===== src/sv/tilt_pkg.sv =====
// Shared types and constants for the accelerometer tilt-angle pipeline.
// No dependencies; every other file of the block refers to it by scoped names.
`default_nettype none

package tilt_pkg;

    localparam int RAW_W        = 24;   // raw sensor word
    localparam int SMP_LSB      = 4;    // sample sits in bits 23..4
    localparam int MAG_W        = 20;   // magnitude of a 20-bit sample
    localparam int SQ_W         = 40;   // square and sum of two squares
    localparam int BLEN_W       = 6;    // bit length of a sum, 0..40
    localparam int K_W          = 5;    // common scale exponent, 11..31
    localparam int RV_W         = 64;   // radicand after scaling
    localparam int ROOT_STEPS   = 32;   // two radicand bits per stage, 62 down to 0
    localparam int ROOT_W       = 31;
    localparam int AMAG_W       = 51;   // scaled plain magnitude
    localparam int CW           = 56;   // CORDIC x/y datapath
    localparam int ACC_W        = 32;   // angle accumulator, degrees Q24
    localparam int ACC_FRAC     = 24;
    localparam int CORDIC_STEPS = 28;
    localparam int ANGLE_W      = 16;
    localparam int NUM_AXES     = 3;

    // atan(2^-i) in degrees with 24 fraction bits.
    localparam logic signed [ACC_W-1:0] STEP_ANGLE [0:CORDIC_STEPS-1] = '{
        32'sd754974720, 32'sd445687602, 32'sd235489089, 32'sd119537938,
        32'sd60000934,  32'sd30029717,  32'sd15018523,  32'sd7509720,
        32'sd3754917,   32'sd1877466,   32'sd938734,    32'sd469367,
        32'sd234683,    32'sd117342,    32'sd58671,     32'sd29335,
        32'sd14668,     32'sd7334,      32'sd3667,      32'sd1833,
        32'sd917,       32'sd458,       32'sd229,       32'sd115,
        32'sd57,        32'sd29,        32'sd14,        32'sd7
    };

    // Facts about one angle that are known before the root and CORDIC run.
    typedef struct packed {
        logic neg;      // exactly one of numerator and denominator negative
        logic n_zero;   // numerator is zero
        logic d_zero;   // denominator is zero
    } t_side;

endpackage

`default_nettype wire


===== src/sv/tilt_root.sv =====
// Pipelined integer square root, one result bit per register stage.
// Carries a companion magnitude and the side flags alongside. Uses tilt_pkg.
`default_nettype none

module tilt_root (
    input  wire logic                           i_clk,
    input  wire logic                           i_rst_n,
    input  wire logic                           i_en,
    input  wire logic                           i_vld,
    input  wire logic [tilt_pkg::RV_W-1:0]      i_v,
    input  wire logic [tilt_pkg::AMAG_W-1:0]    i_comp,
    input  wire tilt_pkg::t_side                i_side,
    output logic                                o_vld,
    output logic [tilt_pkg::ROOT_W-1:0]         o_root,
    output logic [tilt_pkg::AMAG_W-1:0]         o_comp,
    output tilt_pkg::t_side                     o_side
);
    localparam int N = tilt_pkg::ROOT_STEPS;

    logic [N:0]                         w_vld;
    logic [tilt_pkg::RV_W-1:0]          w_v    [0:N];
    logic [tilt_pkg::RV_W-1:0]          w_res  [0:N];
    logic [tilt_pkg::AMAG_W-1:0]        w_comp [0:N];
    tilt_pkg::t_side                    w_side [0:N];

    assign w_vld[0]  = i_vld;
    assign w_v[0]    = i_v;
    assign w_res[0]  = '0;
    assign w_comp[0] = i_comp;
    assign w_side[0] = i_side;

    for (genvar i = 0; i < N; i++) begin : g_stage
        localparam logic [tilt_pkg::RV_W-1:0] BIT =
            {{(tilt_pkg::RV_W-1){1'b0}}, 1'b1} << (tilt_pkg::RV_W - 2 - 2 * i);

        logic                           r_vld;
        logic [tilt_pkg::RV_W-1:0]      r_v, r_res, n_v, n_res, trial;
        logic [tilt_pkg::AMAG_W-1:0]    r_comp;
        tilt_pkg::t_side                r_side;

        always_comb begin
            trial = w_res[i] + BIT;
            if (w_v[i] >= trial) begin
                n_v   = w_v[i] - trial;
                n_res = (w_res[i] >> 1) + BIT;
            end else begin
                n_v   = w_v[i];
                n_res = w_res[i] >> 1;
            end
        end

        always_ff @(posedge i_clk) begin
            if (!i_rst_n) begin
                r_vld <= 1'b0;
            end else if (i_en) begin
                r_vld <= w_vld[i];
            end
            if (i_en) begin
                r_v    <= n_v;
                r_res  <= n_res;
                r_comp <= w_comp[i];
                r_side <= w_side[i];
            end
        end

        assign w_vld[i+1]  = r_vld;
        assign w_v[i+1]    = r_v;
        assign w_res[i+1]  = r_res;
        assign w_comp[i+1] = r_comp;
        assign w_side[i+1] = r_side;
    end

    assign o_vld  = w_vld[N];
    assign o_root = w_res[N][tilt_pkg::ROOT_W-1:0];
    assign o_comp = w_comp[N];
    assign o_side = w_side[N];

endmodule

`default_nettype wire


===== config.mk =====
export PLATFORM = sky130hd
export DESIGN_NAME = tilt_root
export DESIGN_NICKNAME = d
export VERILOG_FILES = /design/src/sv/tilt_pkg.sv /design/src/sv/tilt_root.sv
export SDC_FILE = /design/constraint.sdc
export NUM_CORES = 2
export LEC_CHECK = 0
export BUFFER_PORTS_ARGS = -buffer_cell sky130_fd_sc_hd__clkbuf_2
export CORE_MARGIN = 1.5
export CORE_UTILIZATION = 55
export CTS_CLUSTER_SIZE = 40
export DETAILED_ROUTE_END_ITERATION = 12
export PLACE_DENSITY = 0.74
export SYNTH_ARGS = -nofsm -noshare
export SYNTH_HDL_FRONTEND = slang
export SYNTH_SLANG_ARGS = --single-unit

===== constraint.sdc =====
create_clock -name i_clk -period 3.61 [get_ports i_clk]
set_input_delay 0.722 -clock i_clk [delete_from_list [all_inputs] [get_ports i_clk]]
set_output_delay 0.722 -clock i_clk [all_outputs]
set_load 0.02 [all_outputs]

==> impl_summary.txt <==
----------------------------------------------------
[Run status]
  Outcome ... finished with violations
  Violated checks ... setup timing

[Detailed routing]
  DRC violations left ... 0
  Vias after detailed routing ... roughly 99000
  Wire per inst ... between 20 and 25 um
  Detailed-router iteration count before antenna repair ... 8
  Post-DRT Antenna Nets ... 0
  Number of vias per cell after detailed routing ... 5.63
  Number of design-rule violations left by the first detailed-router iteration ... ~8800
  Routed wire length ... 373000 um

[Layout]
  Syn-to-layout area delta ... 18.8%
  Final core utilization ... 65.9%
  Finished Layout Cells ... 17600
  Layout Nets ... 13800
  Number of inserted filler cells in the final layout ... 21200
  Layout cells sized above 1 ... between 10% and 20%

[Timing]
  Total count of hold-check failures in the final report ... 0
  Post-route clock skew ... approximately 0.096 ns
  Period minus WS final ... roughly 3.6 ns
  Achievable Freq ... 275 MHz
  Ratio of final minimum period to clock period ... 101%
  Slew Limit Headroom ... about 36%
  Number of max-slew violations in the final report ... 0
  Worst path setup slack after routing ... -0.0279 ns
  RSZ-0062 raised after global routing ... true
  Transition time at the pin with the least slew margin ... approximately 0.95 ns
  Fin Hold WS ... ~0.26 ns
  Setup-violating endpoint count in the final report ... 2

[Worst hold path]
  Classification of the worst-slack hold path ... in -> reg
  Worst Hold End ... g_stage[1].r_comp[6]$_DFFE_PP_
  Worst hold path cell count ... 1
  Hold Startpoint ... i_en

[Die]
  Die area ... 0.319 sq mm
  Overall die width ... 564 um
  Cell row count ... 205
  Starting Density ... about 55%
  Core region area ... between 0.3 and 0.4 sq mm
  Die Span Y ... 564 um
  Count of boundary I/O pins ... between 200 and 250

[Worst setup path]
  Family of cells with the greatest summed delay on the critical path ... simple AND/OR/NAND/NOR gates
  Register-to-Register Path Depth ... 11
  R2r endpoint ... g_stage[19].r_v[59]$_DFFE_PP_
  Worst Setup End Kind ... flop
  Most frequent CP cell ... sky130_fd_sc_hd__or4_4
  Kind of start point of the critical path ... flop
  Start-to-end type of the worst setup path ... reg -> reg
  Cells along the critical path ... ha_4 -> nand2_1 -> nor3_2 -> nand4_1 -> nor4_2 -> buf_4 -> nor3_1 -> a2111o_1 -> or4_4 -> or4_4 -> xnor2_1
  Longest individual stage delay on the worst path ... approximately 0.44 ns
  Peak fanout along the critical path ... 3
  Count of buffer and inverter cells on the critical path ... 1
  Arrival time worst endpoint ... 4.31 ns
  Data required time at the worst endpoint ... 4.28 ns
  Register-to-register path setup slack ... -0.03 ns
  Reg-to-reg critical path startpoint ... g_stage[18].r_v[27]$_DFFE_PP_
  Highest-delay cell along the critical path ... sky130_fd_sc_hd__or4_4

[Power and ir drop]
  Maximum resistive drop on vdd ... 600 uV
  Power density over the cells ... 636 mW/mm^2
  Leakage ... 77.1 nW
  Overall power consumption ... 131 mW

[Logic synthesis]
  Prevailing post-synth register cell ... sky130_fd_sc_hd__edfxtp_1
  Cells after synthesis ... 11400
  Share of synthesized area occupied by flip-flops and latches ... 73.8%
  Post-synth net total ... ~12000
  Post-synth ARST share ... 0%
  Synthesized area ... between 0.15 and 0.2 sq mm
  Synth Warn # ... 0
  Post-synthesis area per instance ... about 15 sq um
  Number of enable-type register cells in the synthesized netlist ... 4239
  Post-synthesis sequential element count ... 4271
  Post-synth cell types ... 96

[Flow run]
  Number of max-cap violations ... 0

[Placement]
  GP Congestion ... 0.960
  # port buffers ... between 200 and 250
  Number of cells after detailed placement ... 16600
  Pre-CTS setup slack ... -0.555 ns
  Detailed Place HPWL ... ~260000 um

[Clocking]
  Inserted Clock Buffers ... 420
  Htree depth ... 5
  Number of sinks driven by the clock tree ... 4271
  Source-to-sink clock delay at the later pin of the worst-skew pair ... between 0.9 and 1 ns
  Clock root cell ... sky130_fd_sc_hd__clkbuf_16
  Clock-pin slew reported for the worst setup and hold paths after clock tree synthesis ... around 0.060 ns
  Worst-case clock buffer depth ... 4
  CTS tree ... built

[Global route]
  Global-route congestion overflow total ... 0
  Initial antenna violation count ... 16
  First-pass GRT wire length ... roughly 570000 um
  Number of global-route vias before repair ... 101000
  Total global routing track utilization ... 23.1%
  Pin count of the biggest net entering global routing ... around 130

----------------------------------------------------
## metal layers
metal | GRT usage (%) | vias to the layer above | part of all wire [%]
met5 | 0 | - | 0.0019
met4 | 10.1 | 2 | 4.6
met3 | 3.23 | 824 | 5.0
met2 | 40.9 | 3037 | 51
met1 | 28.3 | 48500 | 40
li1 | - | 46600 | -
## worst max-delay path by stage
stage / startpoint / to / slack [ns] / depth (start not counted)
5_1_grt: g_stage[28].r_res[8]$_DFFE_PP_ / g_stage[29].r_v[58]$_DFFE_PP_ / -0.17 / 17
4_1_cts: g_stage[25].r_v[18]$_DFFE_PP_ / g_stage[26].r_v[59]$_DFFE_PP_ / -0.03 / 13
3_3_place_gp: g_stage[28].r_v[8]$_DFFE_PP_ / g_stage[29].r_v[59]$_DFFE_PP_ / -0.65 / 12
6_report: g_stage[18].r_v[27]$_DFFE_PP_ / g_stage[19].r_v[59]$_DFFE_PP_ / -0.03 / 11
3_5_place_dp: g_stage[28].r_v[8]$_DFFE_PP_ / g_stage[29].r_v[63]$_DFFE_PP_ / -0.56 / 12
2_1_floorplan: g_stage[18].r_v[30]$_DFFE_PP_ / g_stage[19].r_v[59]$_DFFE_PP_ / 0.07 / 11
## sequential cells by signal (all words and copies together), names as in the netlist
register and flops:
o_vld 1, o_comp 51, g_stage.r_vld 31, g_stage.r_comp 1581, g_stage.r_res 527, g_stage.r_v 1984
o_side 3, g_stage.r_side 93
## cells in the final DEF (no fill, tap or decap), types with 85 or more instances in the layout
cell and count:
sky130_fd_sc_hd__nor2_1 577, sky130_fd_sc_hd__ha_1 527, sky130_fd_sc_hd__o21a_1 97, sky130_fd_sc_hd__nand3_1 146
sky130_fd_sc_hd__nand2_1 634, sky130_fd_sc_hd__nor3_1 228, sky130_fd_sc_hd__nand2b_1 106, sky130_fd_sc_hd__or3_1 85
sky130_fd_sc_hd__o21ai_0 422, sky130_fd_sc_hd__xnor2_1 462, sky130_fd_sc_hd__a21oi_1 561, sky130_fd_sc_hd__xor2_1 412
sky130_fd_sc_hd__dlygate4sd3_1 117, sky130_fd_sc_hd__nor2b_1 115, sky130_fd_sc_hd__nor4_1 288, sky130_fd_sc_hd__clkbuf_16 423
sky130_fd_sc_hd__clkinv_1 87, sky130_fd_sc_hd__inv_1 694, sky130_fd_sc_hd__buf_4 1061, sky130_fd_sc_hd__nand4_1 165
sky130_fd_sc_hd__clkbuf_2 206, sky130_fd_sc_hd__mux2_2 86, sky130_fd_sc_hd__a21o_1 279, sky130_fd_sc_hd__edfxtp_1 4239
## cell type report
type / count / area (sq um) / area share [%]
Clock buffer: 486 / 10800 / 5.24
Clock inverter: 283 / 3290 / 1.60
Antenna cell: 11 / 27.5 / 0.0134
Tap cell: 4140 / 5180 / 2.52
Sequential cell: 4271 / 128000 / 62.1
Inverter: 698 / 2630 / 1.28
Timing Repair Buffer: 1484 / 12100 / 5.86
Timing Repair inverter: 1 / 5.00 / 0.00243
Multi-Input combinational cell: 6209 / 44000 / 21.4
## cells in the mapped netlist, types with 107 or more instances
library cell	count	share of area, %
sky130_fd_sc_hd__xor2_1	412	2.1
sky130_fd_sc_hd__nor3_1	253	0.73
sky130_fd_sc_hd__clkbuf_1	167	0.36
sky130_fd_sc_hd__ha_1	558	4.0
sky130_fd_sc_hd__a21oi_1	583	1.7
sky130_fd_sc_hd__nor2_1	589	1.3
sky130_fd_sc_hd__edfxtp_1	4239	73
sky130_fd_sc_hd__nand3_1	154	0.44
sky130_fd_sc_hd__nor2b_1	120	0.43
sky130_fd_sc_hd__inv_1	697	1.5
sky130_fd_sc_hd__nand4_1	165	0.60
sky130_fd_sc_hd__xnor2_1	464	2.3
sky130_fd_sc_hd__nand2_1	641	1.4
sky130_fd_sc_hd__a21o_1	279	1.2
sky130_fd_sc_hd__nor4_1	331	1.2
sky130_fd_sc_hd__nand2b_1	107	0.39
sky130_fd_sc_hd__o21ai_0	455	1.3
## worst register-to-register path, stage by stage (launching register included)
cell                       delay (ns)
sky130_fd_sc_hd__edfxtp_1        0.43
sky130_fd_sc_hd__ha_4            0.30
sky130_fd_sc_hd__nand2_1         0.09
sky130_fd_sc_hd__nor3_2          0.23
sky130_fd_sc_hd__nand4_1         0.30
sky130_fd_sc_hd__nor4_2          0.37
sky130_fd_sc_hd__buf_4           0.17
sky130_fd_sc_hd__nor3_1          0.06
sky130_fd_sc_hd__a2111o_1        0.41
sky130_fd_sc_hd__or4_4           0.44
sky130_fd_sc_hd__or4_4           0.43
sky130_fd_sc_hd__xnor2_1         0.15
## per-stage QoR
stage          cell area [sq um]  TNS, ns
2_1_floorplan             173000        0
3_3_place_gp              188000   -26.71
3_5_place_dp              188000   -27.52
4_1_cts                   204000  -0.0551
5_1_grt                   206000    -1.15
6_report                  206000  -0.0539
## what timing repair did
action,in CTS,in global routing
setup buffers,14,60
endpoints found under the hold margin,117,0
endpoints found under the setup margin,200,447
pin swaps,32,96
gates resized for setup,134,254
hold buffers,117,0
cloned,0,4
## report_power, final
| group | switching, mW | internal [mW] | leakage, nW | total, mW |
|---|---|---|---|---|
| clock | 18.7 | 25.4 | 6.81 | 44.1 |
| sequential | 3.20 | 60.8 | 41.3 | 64.0 |
| combinational | 12.7 | 10.2 | 28.9 | 22.9 |
| total | 34.6 | 96.4 | 77.1 | 131 |
## logic make-up (layout without fill, tap and decap cells)
group	after synthesis	after routing	synth area share [%]
AO/OA/AOI/OAI	1827	1827	6.57
AND/OR/NAND/NOR	2818	2819	8.40
other	0	11	0
buffers and inverters	907	2952	1.99
flip-flops	4271	4271	73.8
multiplexers	129	129	0.807
XOR/XNOR	876	876	4.42
adder cells (fa/ha/maj)	558	558	4.03
(Power assumes the default switching activity.)
